File: config.mk
export PLATFORM = sky130hd
export DESIGN_NAME = gmx_queue
export DESIGN_NICKNAME = d
export VERILOG_FILES = /design/src/design/gmx_pkg.sv /design/src/design/gmx_queue.sv
export SDC_FILE = /design/constraint.sdc
export NUM_CORES = 1
export LEC_CHECK = 0
export BUFFER_PORTS_ARGS = -buffer_cell sky130_fd_sc_hd__buf_4
export CAP_MARGIN = 20
export CORE_UTILIZATION = 28
export DETAILED_ROUTE_END_ITERATION = 8
export PLACE_DENSITY = 0.49
export SYNTH_ARGS = -nofsm -noshare
export SYNTH_HDL_FRONTEND = slang
export SYNTH_SLANG_ARGS = --single-unit
File: constraint.sdc
create_clock -name clk -period 4.3 [get_ports clk]
set_input_delay 0.645 -clock clk [delete_from_list [all_inputs] [get_ports clk]]
set_output_delay 0.645 -clock clk [all_outputs]
set_load 0.05 [all_outputs]
File: src/design/gmx_pkg.sv
// Shared types, constants and codes for the group minimum xmin table.
package gmx_pkg;

  localparam int RELATION_SLOTS  = 8;
  localparam int SEGMENT_COUNT   = 16;
  localparam int GROUP_COUNT     = 64;
  localparam int PAGES_PER_GROUP = 1024;

  localparam int DATA_W    = 32;
  localparam int SLOT_W    = $clog2(RELATION_SLOTS);
  localparam int GRP_W     = $clog2(GROUP_COUNT);
  localparam int PPG_SHIFT = $clog2(PAGES_PER_GROUP);
  localparam int MAP_DEPTH = RELATION_SLOTS * SEGMENT_COUNT * GROUP_COUNT;
  localparam int ADDR_W    = $clog2(MAP_DEPTH);

  // Address strides of one slot and one segment in the map.
  localparam int SLOT_STRIDE = SEGMENT_COUNT * GROUP_COUNT;
  localparam int SEG_STRIDE  = GROUP_COUNT;

  // Range limits, one bit wider than the field they are compared against.
  localparam logic [8:0]  SEG_LIMIT  = 9'(SEGMENT_COUNT);
  localparam logic [32:0] PAGE_LIMIT = 33'(longint'(GROUP_COUNT) * longint'(PAGES_PER_GROUP));

  localparam int QUEUE_DEPTH = 2;
  localparam int QPTR_W      = $clog2(QUEUE_DEPTH);
  localparam int QCNT_W      = $clog2(QUEUE_DEPTH + 1);

  localparam logic ACT_SET = 1'b0;
  localparam logic ACT_GET = 1'b1;

  localparam logic [1:0] STATUS_OK    = 2'd0;
  localparam logic [1:0] STATUS_FULL  = 2'd1;
  localparam logic [1:0] STATUS_RANGE = 2'd2;

  typedef struct packed {
    logic              action;
    logic [DATA_W-1:0] relation_id;
    logic [7:0]        segment;
    logic [DATA_W-1:0] page;
    logic [DATA_W-1:0] xmin_value;
  } in_item_t;

  typedef struct packed {
    logic [DATA_W-1:0] group_minimum;
    logic [1:0]        status;
  } out_item_t;

  // Classified request handed from the front to the back.
  typedef struct packed {
    logic [1:0]        status;
    logic              action;
    logic [ADDR_W-1:0] addr;
    logic [DATA_W-1:0] xmin;
  } cmd_t;

  // Queue side toward the back.
  typedef struct packed {
    logic valid;
    cmd_t head;
  } queue_out_t;

endpackage

File: src/design/gmx_queue.sv
// Short in-order queue of classified requests between front and back.
module gmx_queue import gmx_pkg::*; (
  input  logic       clk,
  input  logic       rst,
  input  logic       push,
  input  cmd_t       push_cmd,
  input  logic       pop,
  output logic       full,
  output queue_out_t q_out
);

  cmd_t              entries [QUEUE_DEPTH];
  logic [QPTR_W-1:0] wr_ptr;
  logic [QPTR_W-1:0] rd_ptr;
  logic [QCNT_W-1:0] count;

  function automatic logic [QPTR_W-1:0] ptr_inc(input logic [QPTR_W-1:0] p);
    ptr_inc = (p == QPTR_W'(QUEUE_DEPTH - 1)) ? '0 : p + 1'b1;
  endfunction

  assign full         = (count == QCNT_W'(QUEUE_DEPTH));
  assign q_out.valid  = (count != '0);
  assign q_out.head   = entries[rd_ptr];

  always_ff @(posedge clk) begin
    if (push) begin
      entries[wr_ptr] <= push_cmd;
    end
  end

  always_ff @(posedge clk) begin
    if (rst) begin
      wr_ptr <= '0;
      rd_ptr <= '0;
      count  <= '0;
    end else begin
      if (push) begin
        wr_ptr <= ptr_inc(wr_ptr);
      end
      if (pop) begin
        rd_ptr <= ptr_inc(rd_ptr);
      end
      if (push && !pop) begin
        count <= count + 1'b1;
      end else if (pop && !push) begin
        count <= count - 1'b1;
      end
    end
  end

  a_no_overflow: assert property (@(posedge clk) disable iff (rst)
    !(push && full))
    else $error("push into full queue");

  a_no_underflow: assert property (@(posedge clk) disable iff (rst)
    pop |-> q_out.valid)
    else $error("pop from empty queue");

endmodule

# [Yosys cells after proc, flatten, opt, wreduce, memory -nomap -nowiden]
# Memories as Yosys holds them, arrays and structs flattened. A register that Yosys moved wholly into a read port is not among the register bits.
# Cells that the tools add are included.
[word_totals] output_inout_bits=50 n_memories=1 ramBits=96 regBits=4 wordCells=23
[mem_list] memory="entries" depth=2 word_bits=48 read_ports=1 rd_ports_with_merged_regs=1 write_ports=1 line_no="gmx_queue.sv:12" text="cmd_t entries [QUEUE_DEPTH];"
[op_classes] reduce_logical=6 addsub=4 eq_ne=1 muxes=8
[op_table] cell="$mux 1" count=6
[op_table] cell="$mux 2" count=2
[op_table] cell="$reduce_bool 2->1" count=2
[op_table] cell="$add 1x1->1 const B" count=2
[op_table] cell="$add 2x1->2 const B" count=1
[op_table] cell="$eq 2x2->1 const B" count=1
[op_table] cell="$logic_and 1x1->1" count=2
[op_table] cell="$logic_not 1->1" count=2
[op_table] cell="$sub 2x1->2 const B" count=1

# [Longest topological paths before layout]
[depth] ltp_word=4 mapped_depth=5 mapped_depth_nobuf=5

# [Worst setup path before layout]
# OpenSTA, ideal clock, no wires.
[synth_timing] kind="input to register" from="in push" to="mem entries[0][0] (netlist bit) (enable)" path_stages=1 arrival_ns=2.776 path_slack_ns=1.065 path_cell_list="nor2b_1"
[synth_between] elab_chain_len=2
[synth_lines] element="start, declared" line_no="gmx_queue.sv:5" text="input logic push,"
[synth_lines] element="$mux 1" line_no="gmx_queue.sv:26" text="if (push) begin"
[synth_lines] element="$mux 1 (not written as such)" line_no="gmx_queue.sv:27" text="entries[wr_ptr] <= push_cmd;"
[synth_lines] element="end, declared" line_no="gmx_queue.sv:12"
# Every way passes these cells.

==> impl_results.md <==
* Cell count after synthesis at 171
* Max Root-Sink Buffers at 2
* Fin. Hold Viols at 0
* Top Ports at 102
* WL/cell at 14.1 um
* Final ANT Viol Nets at 0
* Row count at a little over 40
* Gr ovfl total at 0
* Pin count of the biggest net entering global routing at between 40 and 50
* Area fraction in compound gates after synthesis at 0.272%
* RSZ-0062 raised after global routing: no
* Post-DP HPWL at around 4200 um
* Detailed-route DRC error count at 0
* Vias in the first global route at 1913
* #FFs+latches synth at roughly 100
* Synth Area in Adders at less than 1%
* Gr usage total at about a tenth
* XOR/XNOR share of the synthesized area at 0.954%
* CTS tree: built
* Port Buf Inserts at roughly 100
* Top cells by area, synth: edfxtp_1 (78%), mux2_2 (14%), dfxtp_1 (2.7%), buf_6 (0.61%), xnor2_1 (0.48%)
* Worst Max-Slew Pin Slew at ~1000 ps
* Worst endpoint required time at around 3700 ps
* Syn Nets at 224
* Leak at about 1.8 nW
* Core area at between 10000 and 15000 um^2
* Main combinational cell family by area after synthesis: multiplexers
* GPL Wtd Cong at 0.641
* Starting density of the core at approximately 29%
* Top-area cell type share of the netlist area at 78.5%
* Final core occ at between 30% and 40%
* Final setup violation count at 0
* Final layout net count at 334
* Clock transition at path regs at roughly 60 ps
* Post-synthesis sequential area ratio at about four fifths
* DRT Wirelength at about 6500 um
* TritonCTS buffer count at 9
* Hold path endpoint: entries[1][6]
* VDD IR max at around 0.19 mV
* Initial antenna violation count at 0
* Worst-skew pair later-pin latency at about 340 ps
* R2R depth at 2
* Top post-synthesis cells by count: edfxtp_1 (96), mux2_2 (47), dfxtp_1 (5)
* Die ar. at approximately 14000 um^2
* Arrival time worst endpoint at 2200 ps
* Die X at approximately 120 um
* Final Skew at between 4 and 5 ps
* Die Span Y at 117 um
* Crit path kind: register to primary output
* Outcome: completed
* Multiplexer area fraction after synthesis at 14.7%
* Reg2reg start: wr_ptr
* Fillers at between 1000 and 1500
* Hold Path Class: input port to register
* CP Capture Type: primary output
* Syn avg cell area at 21.5 um^2
* CP max FO at 40
* Post-synth EDFFs at 96
* Post-CTS Setup Repair Bufs at 0
* Total Power at between 2 and 2.5 mW
* Root buffer cell: clkbuf_16
* Worst hold start: push_cmd[6]
* Post-synth top flop: edfxtp_1
* Reg2reg setup slack at 2430 ps
* Setup crit start kind: register
* Async SR Flop Fraction at 0%
* Max-cap violations at 0
* Max Clock Freq at 351 MHz
* Hold-fix buffers, CTS at 0
* Share of layout cells above drive strength 1 at about three fifths
* Power Dens Cells at roughly 470 nW/um^2
* First-pass GRT wire length at ~9600 um
* DR vias at roughly 1900
* Count leader, synth: edfxtp_1
* Final cycle utilization of the critical path at between 60 and 70%
* Worst slew margin at approximately a third
* Synth Warn # at 0
* Post-synth top area cell: edfxtp_1
* DRT Pass-1 Iters at 4
* Post-Synth Simple-Gate Area at between 1 and 1.5%
* N_diodes at 0
* Via density at 4.06
* Synth Cell Area at roughly 3700 um^2
* CTS sink cnt at around 100
* Hold WS at around 500 ps
* Clock H-tree levels at 3
* R2R Path End: entries[1][32]
* Post-cts resize count at 0
* Placed insts at approximately 440
* Synth-to-layout area growth at 33.2%
* Final slew viol count at 0
* Initial drt markers at 74
* Setup TNS at 0 ps
* Post-layout min period at 2850 ps
* Final cell count without fillers at between 400 and 500
* Netlist cell types at 19
* Hold Path Stages at 1
-- layout by cell type (no fill, tap or decap), types with 2 or more instances in the layout --
| cell type | count |
|---|---|
| xnor2_1 | 2 |
| clkbuf_16 | 9 |
| dfxtp_1 | 4 |
| buf_4 | 104 |
| clkinv_1 | 2 |
| nor2_1 | 4 |
| clkbuf_1 | 4 |
| edfxtp_1 | 96 |
| mux2_2 | 47 |
| xor2_1 | 2 |
-- worst max-delay path by stage --
stage,from,end,slack (ps),cells past startpoint
after floorplan,push,entries[0][0],1060,1
after global placement,register,q_out[6],1710,3
final,register,q_out[27],1450,3
after detailed placement,register,q_out[27],1700,3
after CTS,register,q_out[27],1310,3
after global routing,register,q_out[37],1270,3
-- critical path, cell delays in order, from the launching register on --
cell and delay [ps]:
dfxtp_2 990, buf_4 330, mux2_2 350, buf_4 190
-- final cells by class --
type	count	area, um^2	share of cell area [%]
Multi-Input combinational cell	64	656	13.4
Inverter	1	3.75	0.0767
Clock inverter	3	12.5	0.256
Timing Repair Buffer	104	781	16.0
Clock buffer	13	240	4.91
Tap cell	172	215	4.40
Sequential cell	101	2980	61.0
-- kinds of logic (layout without fill, tap and decap cells) --
family | count (synthesis) | in the layout
simple gates | 9 | 9
mux | 48 | 48
fa+ha+maj | 1 | 1
flops | 101 | 101
buf+inv | 6 | 121
compound gates | 2 | 2
xor+xnor | 4 | 4
-- state kept, by name, indices dropped and copies added (netlist names), named ones only --
register,count
wr_ptr,1
count,2
rd_ptr,1
entries,96
-- power by group --
| part | switching [mW] | total, mW | internal (mW) |
|---|---|---|---|
| registers | 0.0295 | 1.18 | 1.15 |
| clock network | 0.315 | 0.703 | 0.388 |
| logic | 0.274 | 0.431 | 0.157 |
| total | 0.618 | 2.31 | 1.69 |
-- through the flow --
step	worst slack, ps	area, um^2
after floorplan	1060	3670
after global placement	1710	4640
after detailed placement	1700	4640
after CTS	1310	4890
after global routing	1270	4890
final	1450	4890
-- layer usage --
| metal | global-route usage (%) | vias up | routed length (um) | share of wire [%] |
|---|---|---|---|---|
| li1 | - | 883 | - | - |
| met1 | 11.5 | 899 | 2700 | 42 |
| met2 | 15.6 | 65 | 3100 | 48 |
| met3 | 4.10 | 12 | 495 | 7.7 |
| met4 | 6.33 | 0 | 159 | 2.5 |
| met5 | 0 | - | 0 | 0 |
Power figures use the tool's default switching activity.
