**src/design/gmx_pkg.sv**
```systemverilog
// Shared types, constants and codes for the group minimum xmin table.
package gmx_pkg;

  localparam int RELATION_SLOTS  = 8;
  localparam int SEGMENT_COUNT   = 16;
  localparam int GROUP_COUNT     = 64;
  localparam int PAGES_PER_GROUP = 1024;

  localparam int DATA_W    = 32;
  localparam int SLOT_W    = $clog2(RELATION_SLOTS);
  localparam int GRP_W     = $clog2(GROUP_COUNT);
  localparam int PPG_SHIFT = $clog2(PAGES_PER_GROUP);
  localparam int MAP_DEPTH = RELATION_SLOTS * SEGMENT_COUNT * GROUP_COUNT;
  localparam int ADDR_W    = $clog2(MAP_DEPTH);

  // Address strides of one slot and one segment in the map.
  localparam int SLOT_STRIDE = SEGMENT_COUNT * GROUP_COUNT;
  localparam int SEG_STRIDE  = GROUP_COUNT;

  // Range limits, one bit wider than the field they are compared against.
  localparam logic [8:0]  SEG_LIMIT  = 9'(SEGMENT_COUNT);
  localparam logic [32:0] PAGE_LIMIT = 33'(longint'(GROUP_COUNT) * longint'(PAGES_PER_GROUP));

  localparam int QUEUE_DEPTH = 2;
  localparam int QPTR_W      = $clog2(QUEUE_DEPTH);
  localparam int QCNT_W      = $clog2(QUEUE_DEPTH + 1);

  localparam logic ACT_SET = 1'b0;
  localparam logic ACT_GET = 1'b1;

  localparam logic [1:0] STATUS_OK    = 2'd0;
  localparam logic [1:0] STATUS_FULL  = 2'd1;
  localparam logic [1:0] STATUS_RANGE = 2'd2;

  typedef struct packed {
    logic              action;
    logic [DATA_W-1:0] relation_id;
    logic [7:0]        segment;
    logic [DATA_W-1:0] page;
    logic [DATA_W-1:0] xmin_value;
  } in_item_t;

  typedef struct packed {
    logic [DATA_W-1:0] group_minimum;
    logic [1:0]        status;
  } out_item_t;

  // Classified request handed from the front to the back.
  typedef struct packed {
    logic [1:0]        status;
    logic              action;
    logic [ADDR_W-1:0] addr;
    logic [DATA_W-1:0] xmin;
  } cmd_t;

  // Queue side toward the back.
  typedef struct packed {
    logic valid;
    cmd_t head;
  } queue_out_t;

endpackage

```
**src/design/gmx_front.sv**
```systemverilog
// Front: range check, relation slot lookup and claim, map address build.
module gmx_front import gmx_pkg::*; (
  input  logic     clk,
  input  logic     rst,
  input  logic     in_valid,
  input  in_item_t in_item,
  input  logic     q_full,
  input  logic     clearing,
  output logic     in_stall,
  output logic     push,
  output cmd_t     cmd
);

  logic [DATA_W-1:0]         slots [RELATION_SLOTS];
  logic [RELATION_SLOTS-1:0] hit;
  logic                      found;
  logic [SLOT_W-1:0]         slot;
  logic                      range_ok;
  logic [GRP_W-1:0]          group;

  always_comb begin
    for (int i = 0; i < RELATION_SLOTS; i++) begin
      hit[i] = (slots[i] == in_item.relation_id) || (slots[i] == '0);
    end
  end

  // First slot that matches or is empty wins.
  always_comb begin
    found = 1'b0;
    slot  = '0;
    for (int i = RELATION_SLOTS - 1; i >= 0; i--) begin
      if (hit[i]) begin
        found = 1'b1;
        slot  = SLOT_W'(i);
      end
    end
  end

  assign range_ok = ({1'b0, in_item.segment} < SEG_LIMIT) &&
                    ({1'b0, in_item.page} < PAGE_LIMIT);
  assign group    = GRP_W'(in_item.page >> PPG_SHIFT);

  always_comb begin
    if (!range_ok) begin
      cmd.status = STATUS_RANGE;
    end else if (!found) begin
      cmd.status = STATUS_FULL;
    end else begin
      cmd.status = STATUS_OK;
    end
    cmd.action = in_item.action;
    cmd.xmin   = in_item.xmin_value;
    cmd.addr   = ADDR_W'(slot) * ADDR_W'(SLOT_STRIDE)
               + ADDR_W'(in_item.segment) * ADDR_W'(SEG_STRIDE)
               + ADDR_W'(group);
  end

  assign in_stall = clearing || q_full;
  assign push     = in_valid && !in_stall;

  always_ff @(posedge clk) begin
    if (rst) begin
      for (int i = 0; i < RELATION_SLOTS; i++) begin
        slots[i] <= '0;
      end
    end else if (push && cmd.status == STATUS_OK) begin
      slots[slot] <= in_item.relation_id;
    end
  end

  // An accepted good request leaves its slot holding its relation id.
  a_slot_claimed: assert property (@(posedge clk) disable iff (rst)
    (push && cmd.status == STATUS_OK) |=> slots[$past(slot)] == $past(in_item.relation_id))
    else $error("slot does not hold the relation after lookup");

endmodule

```
**config.mk**
```make
export PLATFORM = sky130hd
export DESIGN_NAME = gmx_front
export DESIGN_NICKNAME = d
export VERILOG_FILES = /design/src/design/gmx_pkg.sv /design/src/design/gmx_front.sv
export SDC_FILE = /design/constraint.sdc
export NUM_CORES = 1
export LEC_CHECK = 0
export BUFFER_PORTS_ARGS = -buffer_cell sky130_fd_sc_hd__buf_4
export CELL_PAD_IN_SITES_DETAIL_PLACEMENT = 0
export CELL_PAD_IN_SITES_GLOBAL_PLACEMENT = 1
export CORE_MARGIN = 2
export CORE_UTILIZATION = 41
export CTS_CLUSTER_DIAMETER = 40
export DETAILED_ROUTE_END_ITERATION = 8
export PLACE_DENSITY = 0.81
export SLEW_MARGIN = 10
export SYNTH_ARGS = -nofsm -noshare
export SYNTH_HDL_FRONTEND = slang
export SYNTH_SLANG_ARGS = --single-unit
export TNS_END_PERCENT = 50
```
**constraint.sdc**
```tcl
create_clock -name clk -period 8.1 [get_ports clk]
set_clock_uncertainty 0.1 [all_clocks]
set_input_delay 1.62 -clock clk [delete_from_list [all_inputs] [get_ports clk]]
set_output_delay 1.62 -clock clk [all_outputs]
set_load 0.03 [all_outputs]
```
### Word-level counts from Yosys, hierarchy flattened

Memories as Yosys holds them, arrays and structs flattened.
Cells that the tools add are included.

* order comparisons: 2
* equality and inequality tests: 8
* multiplexer cells: 26
* reductions and logical operators: 23
* add/subtract/negate cells: 2

Operators by type and width (count)
* $eq A32 B32 Y1: 8
* $logic_not A32 Y1: 8
* $lt A32 B17 Y1 const B: 1
* $mux W32: 1
* $reduce_or A32 Y1: 1
* $mux W3: 9
* $mux W1: 15
* $add A13 B13 Y13: 1
* $add A13 B6 Y13: 1
* $logic_or A1 B1 Y1: 9
* $lt A8 B5 Y1 const B: 1
* $logic_and A1 B1 Y1: 3
* $logic_not A2 Y1: 1
* $mux W2: 1
* $logic_not A1 Y1: 1

* input port bits: 110
* register bits: 0
* memories kept: 1
* logic and storage cells: 62
* bits in writable memories: 256

Memories
* slots: words 8, bits a word 32, rd ports 8, clocked after memory_dff 0, wr ports 8, line gmx_front.sv:14 `logic [DATA_W-1:0] slots [RELATION_SLOTS];`

### Depth between registers and ports, before layout

Gate-level depths: netlist of the first run.
An unclocked memory read counts as a cell.

* depth after elaboration: 20
* gate-level depth with buffers: 15
* gate-level depth less buffers: 12

### Worst setup path after synthesis of the first run

OpenSTA, ideal clock, no wires.

* path type: input port to output port
* start point: input port in_item[90] (netlist bit)
* end point: output port cmd[44] (netlist bit)
* setup slack: 2.019 ns
* cell stages on the path: 15
* arrival time: 4.361 ns
* buffers on the path: 3
* required time: 6.380 ns
* cells stage by stage: buf_4 xnor2_1 nand4_1 nor4_1 a21oi_2 o21ai_0 a32oi_1 buf_4 inv_2 buf_2 ha_1 inv_1 fa_1 xnor2_1 xnor2_1

RTL lines
* start, declared: line gmx_front.sv:6 `input in_item_t in_item,`
* end, declared: line gmx_front.sv:11 `output cmd_t cmd`

==> run_summary.xml, run 1 <==
<?xml version="1.0" encoding="UTF-8"?>
<metrics>
  <group name="placement">
    <metric name="pre_cts_ws" unit="ns">1.804</metric>
    <metric name="detailed_place_hpwl" unit="mm">28.36</metric>
    <metric name="placed_area" unit="um^2">14200</metric>
    <metric name="finalWeightedCongestion" unit="">1.008</metric>
    <metric name="port_buffers" unit="">63</metric>
  </group>
  <group name="yosys">
    <metric name="synth.area.top_cells" unit="">sky130_fd_sc_hd__edfxtp_1 56%, sky130_fd_sc_hd__xnor2_1 16%, sky130_fd_sc_hd__nor3_1 6.7%</metric>
    <metric name="postSynthNetCount" unit="">1264</metric>
    <metric name="asyncSetResetFlopFracSynth" unit="">0</metric>
    <metric name="synth-seq-cells" unit="">256</metric>
    <metric name="synth_ff_type" unit="">sky130_fd_sc_hd__edfxtp_1</metric>
    <metric name="yosys.cell_count.top_type" unit="">sky130_fd_sc_hd__xnor2_1</metric>
    <metric name="synthesis.area" unit="um^2">13810</metric>
    <metric name="ys_top_cells_by_count" unit="">258 x sky130_fd_sc_hd__xnor2_1, 256 x sky130_fd_sc_hd__edfxtp_1, 184 x sky130_fd_sc_hd__nor3_1, 84 x sky130_fd_sc_hd__nor4_1, 82 x sky130_fd_sc_hd__nand4_1</metric>
    <metric name="synthDominantCellAreaShare" unit="">0.5566</metric>
    <metric name="synth_top_cell_by_area" unit="">sky130_fd_sc_hd__edfxtp_1</metric>
    <metric name="synthesis.instances" unit="">1152</metric>
    <metric name="yosysWarnings" unit="">0</metric>
    <metric name="post_synth.cell_area_avg" unit="um^2">11.99</metric>
    <metric name="synth.yosys.seq_area_share" unit="">0.5566</metric>
    <metric name="yosysUniqueCellTypes" unit="">33</metric>
    <metric name="synth_enable_flop_cells" unit="">256</metric>
  </group>
  <group name="cts">
    <metric name="clock_latency" unit="ns">0.52</metric>
    <metric name="ctsLongestPathBuffers" unit="">3</metric>
    <metric name="tritoncts" unit="">done</metric>
    <metric name="cts_hold_buf" unit="">0</metric>
    <metric name="cts_resized" unit="">0</metric>
    <metric name="clk_transition_reported_paths" unit="ns">0.05</metric>
    <metric name="postCtsSetupRepairBufs" unit="">0</metric>
    <metric name="number_of_h_tree_levels" unit="">2</metric>
    <metric name="cts_inserted_buffers" unit="">40</metric>
    <metric name="cts_sinks" unit="">256</metric>
    <metric name="cts.root.buffer_cell" unit="">sky130_fd_sc_hd__clkbuf_16</metric>
  </group>
  <group name="timing">
    <metric name="slew_violations" unit="">0</metric>
    <metric name="rsz_0062_raised_after_global_routing" unit="">false</metric>
    <metric name="setup_total_negative_slack" unit="ns">0</metric>
    <metric name="hold_viol" unit="">0</metric>
    <metric name="timing.final.crit_period" unit="ns">6.357</metric>
    <metric name="timing.max_slew.rel_slack" unit="">0.4849</metric>
    <metric name="fin_crit_sh" unit="">0.7848</metric>
    <metric name="worstMarginPinSlew" unit="ns">0.7727</metric>
    <metric name="fin_ws" unit="ns">1.743</metric>
    <metric name="finalSetupViolations" unit="">0</metric>
    <metric name="fmaxAchievable" unit="MHz">157.3</metric>
  </group>
  <group name="critical_path">
    <metric name="required_time_of_the_critical_path" unit="ns">6.38</metric>
    <metric name="startpoint" unit="">in_item[81]</metric>
    <metric name="cp_common_cell" unit="">sky130_fd_sc_hd__xnor2_1</metric>
    <metric name="worstReg2RegEnd" unit="">slots[4][16]</metric>
    <metric name="worst-path-max-fanout" unit="">10</metric>
    <metric name="crit_path_max_incr_delay" unit="ns">0.43</metric>
    <metric name="cp_slowest_cell" unit="">sky130_fd_sc_hd__o21ai_0</metric>
    <metric name="critPathCaptureType" unit="">primary output</metric>
    <metric name="critical_path_depth" unit="">14</metric>
    <metric name="start_kind" unit="">input pin</metric>
    <metric name="reg2regPathDepth" unit="">11</metric>
    <metric name="crit_path_end" unit="">cmd[44]</metric>
    <metric name="crit_type" unit="">input pin to primary output</metric>
    <metric name="crit_chain" unit="">buf_4, xnor2_1, nand4_1, nor4_1, a21oi_1, o21ai_0, a32oi_4, clkinv_2, ha_1, inv_1, fa_1, xnor2_1, xnor2_1, buf_4</metric>
    <metric name="cp_data_arrival_time" unit="ns">4.64</metric>
    <metric name="crit-reg2reg-launch" unit="">slots[7][9]</metric>
    <metric name="crit_buf_inv" unit="">4</metric>
    <metric name="setup_slack_reg_to_reg" unit="ns">3.98</metric>
    <metric name="worst_path_dominant_cell_family" unit="">compound AO/OA/AOI/OAI gates</metric>
  </group>
  <group name="finish">
    <metric name="reg_top3" unit="">slots x256</metric>
    <metric name="insertedDiodeCount" unit="">0</metric>
    <metric name="final_area" unit="um^2">15480</metric>
    <metric name="final.fill_count" unit="">3018</metric>
    <metric name="largest_reg_flops" unit="">256</metric>
    <metric name="area.growth.synth_to_final" unit="%">12.06</metric>
    <metric name="design.final.nets" unit="">1262</metric>
    <metric name="final_util" unit="">0.4639</metric>
    <metric name="drive_above_1_share" unit="">0.1665</metric>
    <metric name="regMostFlops" unit="">slots</metric>
  </group>
  <group name="die">
    <metric name="initial_utilization" unit="">0.4140</metric>
    <metric name="dieArea" unit="um^2">35170</metric>
    <metric name="row_cnt" unit="">67</metric>
    <metric name="num_io_pins" unit="">160</metric>
    <metric name="die_height" unit="um">187.5</metric>
    <metric name="core_region_area" unit="um^2">33360</metric>
    <metric name="floorplan.die.width" unit="um">187.5</metric>
  </group>
  <group name="drt">
    <metric name="post-route-drc-count" unit="">0</metric>
    <metric name="detail_route.vias_per_cell" unit="">5.731</metric>
    <metric name="drt_iter0_markers" unit="">966</metric>
    <metric name="via_count" unit="">9313</metric>
    <metric name="firstDrtPassIters" unit="">5</metric>
    <metric name="avgRoutedWirePerCell" unit="um">23.48</metric>
    <metric name="final_routed_wirelength_across_all_metal_layers" unit="mm">38.16</metric>
    <metric name="postRouteAntennaNets" unit="">0</metric>
  </group>
  <group name="global_route">
    <metric name="grt_usage" unit="">0.2154</metric>
    <metric name="grt_pass1_vias" unit="">9396</metric>
    <metric name="grt_first_pass_wirelength" unit="mm">56.32</metric>
    <metric name="pin_count_of_the_biggest_net_entering_global_routing" unit="">63</metric>
    <metric name="grt-ovfl-total" unit="">0</metric>
    <metric name="antenna_found_initial" unit="">0</metric>
  </group>
  <group name="power">
    <metric name="sequentialPowerShare" unit="">0.446</metric>
    <metric name="combinationalPowerShare" unit="">0.084</metric>
    <metric name="power_report.internal_total" unit="mW">2.676</metric>
    <metric name="irDropWorstVdd" unit="mV">0.1213</metric>
    <metric name="netSwitchingPower" unit="uW">811.9</metric>
    <metric name="power_frac_clock" unit="">0.469</metric>
    <metric name="switching_share" unit="">0.2328</metric>
    <metric name="static_leakage_power" unit="nW">4.775</metric>
    <metric name="p_per_area" unit="nW/um^2">225.4</metric>
  </group>
  <group name="status">
    <metric name="outcome" unit="">completed</metric>
  </group>
  <group name="flow_run">
    <metric name="maxCapViolations" unit="">0</metric>
  </group>
  <group name="worst_hold_path">
    <metric name="holdCritStartpoint" unit="">slots[1][3]</metric>
    <metric name="min-delay-path-class" unit="">flop to flop</metric>
  </group>
</metrics>
[tightest hold or removal path, cell delays in order, from the launching register on]
cell and delay, ns:
sky130_fd_sc_hd__edfxtp_1 0.35, sky130_fd_sc_hd__xnor2_1 0.07, sky130_fd_sc_hd__nand4_1 0.08, sky130_fd_sc_hd__nor4_1 0.06
sky130_fd_sc_hd__a21oi_2 0.12, sky130_fd_sc_hd__buf_4 0.37, sky130_fd_sc_hd__nor3_1 0.09
[area by class of cell]
type / instances / area [um^2] / area share
Clock buffer: 49 / 1056 / 0.06823
Clock inverter: 20 / 220.2 / 0.01423
Inverter: 37 / 140.1 / 0.009054
Multi-Input combinational cell: 733 / 5197 / 0.3358
Sequential cell: 256 / 7687 / 0.4967
Tap cell: 448 / 560.5 / 0.03622
Timing Repair Buffer: 82 / 615.6 / 0.03977
[cell usage in the layout (no fill, tap or decap), types with 5 or more instances in the layout]
cell type,Yosys,layout
sky130_fd_sc_hd__xnor2_1,258,258
sky130_fd_sc_hd__nor2_1,13,13
sky130_fd_sc_hd__nor3_2,40,40
sky130_fd_sc_hd__and2_1,35,35
sky130_fd_sc_hd__clkinv_2,0,7
sky130_fd_sc_hd__o21bai_2,0,7
sky130_fd_sc_hd__inv_1,36,36
sky130_fd_sc_hd__buf_4,74,82
sky130_fd_sc_hd__nor4_1,84,84
sky130_fd_sc_hd__clkbuf_1,19,8
sky130_fd_sc_hd__a21oi_1,5,5
sky130_fd_sc_hd__nand4_1,82,82
sky130_fd_sc_hd__nor3_1,184,184
sky130_fd_sc_hd__edfxtp_1,256,256
sky130_fd_sc_hd__clkbuf_16,0,41
[cell families after synthesis]
kind of cell / Yosys count / share of synthesized area
compound gates: 22 / 0.01069
fa+ha+maj: 2 / 0.002355
simple gates: 451 / 0.1964
flops: 256 / 0.5566
buf+inv: 163 / 0.07039
xor+xnor: 258 / 0.1636
[how the worst min path moves through the flow]
stage                     cells past startpoint  slack (ns)           end
final                                         6        1.21  slots[1][31]
after global routing                          6        1.29  slots[1][18]
after CTS                                     6        1.19  slots[1][19]
after detailed placement                      6        1.18   slots[1][1]
after global placement                        6        1.16   slots[1][1]
after floorplan                               5        0.85   slots[1][0]
[layer usage]
layer | GRT usage | vias up | part of all wire
met5 | 0 | - | 0
met3 | 0.02751 | 117 | 0.068
li1 | - | 4191 | -
met4 | 0.1166 | 0 | 0.056
met2 | 0.3605 | 434 | 0.48
met1 | 0.2725 | 4571 | 0.40
[through the flow]
step	power (mW)	hold WS, ns	cells
after floorplan	1.799	0.8520	1152
after global placement	1.865	1.160	1556
after detailed placement	1.870	1.183	1556
after CTS	3.490	1.193	1625
after global routing	3.572	1.286	1625
final	3.488	1.212	1625
[power groups by stage]
| stage | Sequential (mW) | Clock (mW) | Combinational, mW |
|---|---|---|---|
| detailed placement | 1.58 | 0 | 0.289 |
| global placement | 1.58 | 0 | 0.286 |
| global route | 1.56 | 1.70 | 0.309 |
| floorplan | 1.57 | 0 | 0.227 |
| CTS | 1.56 | 1.64 | 0.290 |
| finish | 1.56 | 1.64 | 0.294 |
(Power assumes the default switching activity.)
==> inputs of run 2 (changes only) <==
- PLACE_DENSITY: 0.81 -> 0.84
- clock period: 8.1 -> 5.77 ns (I/O delays scaled with it)
==> run 2 against run 1 <==
Sequential share of layout area grew 0.13 points. Worst setup slack lost 1.4 ns. Final area down 0.26%.
==> run_summary.xml, run 2 (synthesis results as in run 1) <==
<?xml version="1.0" encoding="UTF-8"?>
<metrics>
  <group name="drt">
    <metric name="avgRoutedWirePerCell" unit="um">23.52</metric>
    <metric name="drt_iter0_markers" unit="">929</metric>
    <metric name="via_count" unit="">9426</metric>
    <metric name="final_routed_wirelength_across_all_metal_layers" unit="mm">38.30</metric>
    <metric name="detail_route.vias_per_cell" unit="">5.790</metric>
    <metric name="post-route-drc-count" unit="">0</metric>
    <metric name="postRouteAntennaNets" unit="">0</metric>
    <metric name="firstDrtPassIters" unit="">6</metric>
  </group>
  <group name="worst_hold_path">
    <metric name="timing.hold.worst_path_depth" unit="">2</metric>
    <metric name="min-delay-path-class" unit="">input pin to flop</metric>
    <metric name="hold_path_end" unit="">slots[0][12]</metric>
    <metric name="holdCritStartpoint" unit="">in_item[84]</metric>
  </group>
  <group name="critical_path">
    <metric name="setup_slack_reg_to_reg" unit="ns">1.51</metric>
    <metric name="worst-path-max-fanout" unit="">10</metric>
    <metric name="crit_chain" unit="">buf_4, xnor2_1, nand4_1, nor4_1, a31oi_1, and2_0, a32oi_4, clkinv_2, ha_1, inv_1, fa_1, inv_1, buf_4</metric>
    <metric name="crit_buf_inv" unit="">5</metric>
    <metric name="reg2regPathDepth" unit="">10</metric>
    <metric name="worst_path_dominant_cell_family" unit="">simple AND/OR/NAND/NOR gates</metric>
    <metric name="crit_type" unit="">input pin to primary output</metric>
    <metric name="worstReg2RegEnd" unit="">slots[5][25]</metric>
    <metric name="start_kind" unit="">input pin</metric>
    <metric name="cp_data_arrival_time" unit="ns">4.14</metric>
    <metric name="crit-reg2reg-launch" unit="">slots[2][31]</metric>
    <metric name="crit_path_max_incr_delay" unit="ns">0.49</metric>
    <metric name="cp_slowest_cell" unit="">sky130_fd_sc_hd__nor4_1</metric>
    <metric name="required_time_of_the_critical_path" unit="ns">4.52</metric>
    <metric name="critPathCaptureType" unit="">primary output</metric>
  </group>
  <group name="finish">
    <metric name="final_area" unit="um^2">15440</metric>
    <metric name="insertedDiodeCount" unit="">0</metric>
    <metric name="final_cell_mix" unit="">258 x sky130_fd_sc_hd__xnor2_1, 256 x sky130_fd_sc_hd__edfxtp_1, 184 x sky130_fd_sc_hd__nor3_1, 87 x sky130_fd_sc_hd__buf_4, 84 x sky130_fd_sc_hd__nor4_1</metric>
    <metric name="regMostFlops" unit="">slots</metric>
    <metric name="area.growth.synth_to_final" unit="%">11.77</metric>
    <metric name="final.fill_count" unit="">3015</metric>
    <metric name="reg_top3" unit="">slots x256</metric>
    <metric name="design.final.nets" unit="">1265</metric>
    <metric name="largest_reg_flops" unit="">256</metric>
    <metric name="commonest_non_fill_non_tap_cell_in_the_layout" unit="">sky130_fd_sc_hd__xnor2_1</metric>
    <metric name="drive_above_1_share" unit="">0.1695</metric>
    <metric name="finalNonFillerCells" unit="">1628</metric>
  </group>
  <group name="cts">
    <metric name="ctsLongestPathBuffers" unit="">3</metric>
    <metric name="postCtsSetupRepairBufs" unit="">0</metric>
    <metric name="cts_sinks" unit="">256</metric>
    <metric name="number_of_h_tree_levels" unit="">2</metric>
    <metric name="clk_transition_reported_paths" unit="ns">0.05</metric>
    <metric name="tritoncts" unit="">done</metric>
    <metric name="clock_latency" unit="ns">0.51</metric>
    <metric name="cts_resized" unit="">0</metric>
    <metric name="cts_inserted_buffers" unit="">38</metric>
    <metric name="cts.root.buffer_cell" unit="">sky130_fd_sc_hd__clkbuf_16</metric>
    <metric name="cts_hold_buf" unit="">0</metric>
  </group>
  <group name="power">
    <metric name="power_frac_clock" unit="">0.455</metric>
    <metric name="p_per_area" unit="nW/um^2">309.2</metric>
    <metric name="netSwitchingPower" unit="mW">1.128</metric>
    <metric name="static_leakage_power" unit="nW">4.768</metric>
    <metric name="report.power.total" unit="mW">4.773</metric>
    <metric name="sequentialPowerShare" unit="">0.458</metric>
    <metric name="combinationalPowerShare" unit="">0.087</metric>
    <metric name="irDropWorstVdd" unit="mV">0.1980</metric>
    <metric name="power_report.internal_total" unit="mW">3.645</metric>
    <metric name="switching_share" unit="">0.2363</metric>
  </group>
  <group name="die">
    <metric name="num_io_pins" unit="">160</metric>
    <metric name="dieArea" unit="um^2">35170</metric>
    <metric name="die_height" unit="um">187.5</metric>
    <metric name="core_region_area" unit="um^2">33360</metric>
    <metric name="floorplan.die.width" unit="um">187.5</metric>
    <metric name="row_cnt" unit="">67</metric>
    <metric name="initial_utilization" unit="">0.4140</metric>
  </group>
  <group name="placement">
    <metric name="detailed_place_hpwl" unit="mm">28.60</metric>
    <metric name="post-place-cells" unit="">1561</metric>
    <metric name="port_buffers" unit="">63</metric>
    <metric name="placed_area" unit="um^2">14240</metric>
    <metric name="finalWeightedCongestion" unit="">1.059</metric>
  </group>
  <group name="global_route">
    <metric name="antenna_found_initial" unit="">0</metric>
    <metric name="grt_usage" unit="">0.2172</metric>
    <metric name="pin_count_of_the_biggest_net_entering_global_routing" unit="">67</metric>
    <metric name="grt_first_pass_wirelength" unit="mm">57.17</metric>
    <metric name="grt-ovfl-total" unit="">0</metric>
    <metric name="grt_pass1_vias" unit="">9582</metric>
  </group>
  <group name="timing">
    <metric name="finalSetupViolations" unit="">0</metric>
    <metric name="fin_crit_sh" unit="">0.9346</metric>
    <metric name="worstMarginPinSlew" unit="ns">0.7277</metric>
    <metric name="setup_total_negative_slack" unit="ns">0</metric>
    <metric name="hold_viol" unit="">0</metric>
    <metric name="whs" unit="ns">0.9435</metric>
    <metric name="timing.max_slew.rel_slack" unit="">0.5149</metric>
    <metric name="timing.final.crit_period" unit="ns">5.393</metric>
    <metric name="rsz_0062_raised_after_global_routing" unit="">false</metric>
    <metric name="slew_violations" unit="">0</metric>
    <metric name="fmaxAchievable" unit="MHz">185.4</metric>
  </group>
  <group name="status">
    <metric name="outcome" unit="">completed</metric>
  </group>
  <group name="flow_run">
    <metric name="maxCapViolations" unit="">0</metric>
  </group>
</metrics>
## run 2: cell types whose count changed in the layout (fill, tap and decap cells not counted), sizes merged
| cell | previous run | this run |
|---|---|---|
| clkbuf | 49 | 42 |
| bufinv | 4 | 3 |
| clkinv | 12 | 18 |
| buf | 82 | 87 |
## run 2: area by class of cell
class	count	area, um^2	share of cell area
clock inverters	25	211.5	0.01370
flip-flops and latches	256	7687	0.4980
repair buffers	87	653.1	0.04231
multi-input cells	733	5197	0.3367
clock buffers	42	987.2	0.06395
inverters	37	140.1	0.009078
well taps	448	560.5	0.03631
## run 2: through the flow
| stage | setup WS (ns) | utilization |
|---|---|---|
| 5_1_grt | 0.3015 | 0.4627 |
| 4_1_cts | 0.4619 | 0.4627 |
| 3_3_place_gp | 0.5047 | 0.4268 |
| 3_5_place_dp | 0.4685 | 0.4268 |
| 6_report | 0.3773 | 0.4627 |
| 2_1_floorplan | 0.6213 | - |
## run 2: how the worst max path moves through the flow
stage / start / endpoint / slack (ns) / cells past startpoint
6_report: in_item[103] / cmd[43] / 0.38 / 13
5_1_grt: in_item[97] / cmd[43] / 0.30 / 13
4_1_cts: in_item[103] / cmd[43] / 0.46 / 13
3_5_place_dp: in_item[103] / cmd[43] / 0.47 / 13
3_3_place_gp: in_item[103] / cmd[43] / 0.50 / 13
2_1_floorplan: in_item[90] / cmd[44] / 0.62 / 15
## run 2: routing by layer
layer  part of all wire  vias up  GRT usage
met4              0.051        0     0.1084
met5                  0        -          0
met1               0.40     4607     0.2757
met2               0.48      490     0.3597
li1                   -     4215          -
met3              0.076      114    0.03706
## run 2: worst reg2reg max path, stage by stage, from the launching register on
cell	delay, ns
sky130_fd_sc_hd__edfxtp_1	0.46
sky130_fd_sc_hd__xnor2_1	0.19
sky130_fd_sc_hd__nand4_1	0.14
sky130_fd_sc_hd__nor4_1	0.49
sky130_fd_sc_hd__a31oi_1	0.34
sky130_fd_sc_hd__and2_0	0.31
sky130_fd_sc_hd__a32oi_4	0.32
sky130_fd_sc_hd__buf_4	0.47
sky130_fd_sc_hd__buf_4	0.70
sky130_fd_sc_hd__o21bai_2	0.15
sky130_fd_sc_hd__buf_4	0.29
## run 2: power by group through the flow
| stage | clock (mW) | combinational, mW | sequential, mW |
|---|---|---|---|
| 6_report | 2.17 | 0.414 | 2.19 |
| 5_1_grt | 2.27 | 0.434 | 2.19 |
| 4_1_cts | 2.19 | 0.408 | 2.19 |
| 3_5_place_dp | 0 | 0.406 | 2.22 |
| 3_3_place_gp | 0 | 0.403 | 2.22 |
| 2_1_floorplan | 0 | 0.319 | 2.21 |
==> inputs of run 3 (changes only) <==
- PLACE_DENSITY: 0.84 -> 0.82
==> run 3 against run 2 <==
Sequential cell count unchanged. Routed wire length up 4.5%. Cell count is 0.18% higher. Critical endpoint unchanged. Critical path depth unchanged. Fmax grew 1.2%. Die area is the same.
==> run_summary.xml, run 3 (synthesis results as in run 1) <==
<?xml version="1.0" encoding="UTF-8"?>
<metrics>
  <group name="timing">
    <metric name="fin_crit_sh" unit="">0.9238</metric>
    <metric name="rsz_0062_raised_after_global_routing" unit="">false</metric>
    <metric name="worstMarginPinSlew" unit="ns">0.8053</metric>
    <metric name="whs" unit="ns">0.9547</metric>
    <metric name="finalSetupViolations" unit="">0</metric>
    <metric name="fmaxAchievable" unit="MHz">187.6</metric>
    <metric name="fin_ws" unit="ns">0.4397</metric>
    <metric name="slew_violations" unit="">0</metric>
    <metric name="hold_viol" unit="">0</metric>
    <metric name="setup_total_negative_slack" unit="ns">0</metric>
    <metric name="timing.max_slew.rel_slack" unit="">0.4632</metric>
    <metric name="timing.final.crit_period" unit="ns">5.330</metric>
  </group>
  <group name="critical_path">
    <metric name="setup_slack_reg_to_reg" unit="ns">1.64</metric>
    <metric name="reg2regPathDepth" unit="">10</metric>
    <metric name="cp_slowest_cell" unit="">sky130_fd_sc_hd__nor4_1</metric>
    <metric name="required_time_of_the_critical_path" unit="ns">4.52</metric>
    <metric name="crit_path_end" unit="">cmd[43]</metric>
    <metric name="crit-reg2reg-launch" unit="">slots[2][31]</metric>
    <metric name="crit_type" unit="">input pin to primary output</metric>
    <metric name="crit_chain" unit="">buf_4, xnor2_1, nand4_1, nor4_1, a31oi_1, and2_0, a32oi_4, clkinv_2, ha_1, inv_1, fa_1, inv_1, buf_4</metric>
    <metric name="crit_path_max_incr_delay" unit="ns">0.47</metric>
    <metric name="cp_data_arrival_time" unit="ns">4.08</metric>
    <metric name="worst_path_dominant_cell_family" unit="">simple AND/OR/NAND/NOR gates</metric>
    <metric name="worst-path-max-fanout" unit="">10</metric>
    <metric name="start_kind" unit="">input pin</metric>
    <metric name="startpoint" unit="">in_item[103]</metric>
    <metric name="critPathCaptureType" unit="">primary output</metric>
    <metric name="worstReg2RegEnd" unit="">slots[7][28]</metric>
    <metric name="crit_buf_inv" unit="">5</metric>
    <metric name="critical_path_depth" unit="">13</metric>
  </group>
  <group name="placement">
    <metric name="placed_area" unit="um^2">14260</metric>
    <metric name="finalWeightedCongestion" unit="">1.017</metric>
    <metric name="detailed_place_hpwl" unit="mm">30.06</metric>
    <metric name="post-place-cells" unit="">1564</metric>
    <metric name="port_buffers" unit="">63</metric>
    <metric name="pre_cts_ws" unit="ns">0.4607</metric>
  </group>
  <group name="drt">
    <metric name="detail_route.vias_per_cell" unit="">5.778</metric>
    <metric name="avgRoutedWirePerCell" unit="um">24.53</metric>
    <metric name="post-route-drc-count" unit="">0</metric>
    <metric name="drt_iter0_markers" unit="">1013</metric>
    <metric name="via_count" unit="">9424</metric>
    <metric name="postRouteAntennaNets" unit="">0</metric>
    <metric name="firstDrtPassIters" unit="">5</metric>
    <metric name="final_routed_wirelength_across_all_metal_layers" unit="mm">40.00</metric>
  </group>
  <group name="cts">
    <metric name="cts_inserted_buffers" unit="">38</metric>
    <metric name="postCtsSetupRepairBufs" unit="">0</metric>
    <metric name="ctsLongestPathBuffers" unit="">3</metric>
    <metric name="number_of_h_tree_levels" unit="">2</metric>
    <metric name="clk_transition_reported_paths" unit="ns">0.05</metric>
    <metric name="tritoncts" unit="">done</metric>
    <metric name="cts_sinks" unit="">256</metric>
    <metric name="clock_latency" unit="ns">0.52</metric>
    <metric name="cts_resized" unit="">0</metric>
    <metric name="cts.root.buffer_cell" unit="">sky130_fd_sc_hd__clkbuf_16</metric>
    <metric name="cts_hold_buf" unit="">0</metric>
  </group>
  <group name="die">
    <metric name="dieArea" unit="um^2">35170</metric>
    <metric name="core_region_area" unit="um^2">33360</metric>
    <metric name="floorplan.die.width" unit="um">187.5</metric>
    <metric name="num_io_pins" unit="">160</metric>
    <metric name="initial_utilization" unit="">0.4140</metric>
    <metric name="die_height" unit="um">187.5</metric>
    <metric name="row_cnt" unit="">67</metric>
  </group>
  <group name="finish">
    <metric name="final_cell_mix" unit="">258 x sky130_fd_sc_hd__xnor2_1, 256 x sky130_fd_sc_hd__edfxtp_1, 184 x sky130_fd_sc_hd__nor3_1, 90 x sky130_fd_sc_hd__buf_4, 84 x sky130_fd_sc_hd__nor4_1</metric>
    <metric name="drive_above_1_share" unit="">0.1741</metric>
    <metric name="regMostFlops" unit="">slots</metric>
    <metric name="final_area" unit="um^2">15610</metric>
    <metric name="area.sequential" unit="um^2">7687</metric>
    <metric name="design.final.nets" unit="">1268</metric>
    <metric name="insertedDiodeCount" unit="">0</metric>
    <metric name="commonest_non_fill_non_tap_cell_in_the_layout" unit="">sky130_fd_sc_hd__xnor2_1</metric>
    <metric name="final.fill_count" unit="">3063</metric>
    <metric name="largest_reg_flops" unit="">256</metric>
    <metric name="finalNonFillerCells" unit="">1631</metric>
    <metric name="reg_top3" unit="">slots x256</metric>
    <metric name="final_util" unit="">0.4680</metric>
    <metric name="multiInputGateArea" unit="um^2">5197</metric>
    <metric name="area.growth.synth_to_final" unit="%">13.04</metric>
  </group>
  <group name="global_route">
    <metric name="antenna_found_initial" unit="">1</metric>
    <metric name="grt_first_pass_wirelength" unit="mm">59.01</metric>
    <metric name="grt-ovfl-total" unit="">0</metric>
    <metric name="grt_usage" unit="">0.2269</metric>
    <metric name="pin_count_of_the_biggest_net_entering_global_routing" unit="">66</metric>
    <metric name="grt_pass1_vias" unit="">9523</metric>
  </group>
  <group name="flow_run">
    <metric name="maxCapViolations" unit="">0</metric>
  </group>
  <group name="power">
    <metric name="static_leakage_power" unit="nW">4.843</metric>
    <metric name="p_per_area" unit="nW/um^2">322.1</metric>
    <metric name="report.power.total" unit="mW">5.029</metric>
    <metric name="irDropWorstVdd" unit="mV">0.1648</metric>
  </group>
  <group name="status">
    <metric name="outcome" unit="">completed</metric>
  </group>
  <group name="worst_hold_path">
    <metric name="min-delay-path-class" unit="">input pin to flop</metric>
  </group>
</metrics>
==> run 3: cell count changes in the layout (fill, tap and decap cells not counted), moves of 2 or more <==
cell                        change
sky130_fd_sc_hd__bufinv_16      +3
sky130_fd_sc_hd__clkinv_8       +3
sky130_fd_sc_hd__clkbuf_16      +2
sky130_fd_sc_hd__clkbuf_1       -2
sky130_fd_sc_hd__buf_4          +3
sky130_fd_sc_hd__clkinv_2       -5
==> run 3: power by group <==
group,switching [mW],internal [mW]
Clock,0.854,1.57
Sequential,0.0630,2.12
Combinational,0.265,0.156
Total,1.18,3.85
==> run 3: area by class of cell <==
cell class                      count  area share
Inverter                           37    0.008975
Sequential cell                   256      0.4923
Tap cell                          448     0.03590
Timing Repair Buffer               90     0.04327
Multi-Input combinational cell    733      0.3329
Clock buffer                       42     0.06595
Clock inverter                     25     0.02067
==> run 3: worst min path at each step <==
stage	end	slack, ns	depth (start not counted)	from
after floorplan	slots[1][0]	0.85	5	slots[1][15]
final	slots[0][12]	0.95	2	in_item[84]
after detailed placement	slots[1][31]	1.25	6	slots[1][6]
after CTS	slots[0][12]	0.94	2	in_item[84]
after global routing	slots[0][12]	0.95	2	in_item[84]
after global placement	slots[1][31]	1.22	6	slots[1][29]
==> run 3: routing by layer <==
| metal | vias up | wire (um) | GRT usage |
|---|---|---|---|
| li1 | 4219 | - | - |
| met1 | 4593 | 16030 | 0.2918 |
| met2 | 499 | 19020 | 0.3745 |
| met3 | 113 | 2846 | 0.03275 |
| met4 | 0 | 2097 | 0.1163 |
| met5 | - | 0 | 0 |
==> run 3: worst reg2reg max path, delay by kind of cell, from the launching register on <==
| family | cells | cell delay (ns) |
|---|---|---|
| buffers and inverters | 3 | 1.46 |
| AND/OR/NAND/NOR | 3 | 0.89 |
| XOR/XNOR | 1 | 0.22 |
| flip-flops | 1 | 0.42 |
| AO/OA/AOI/OAI | 3 | 0.75 |
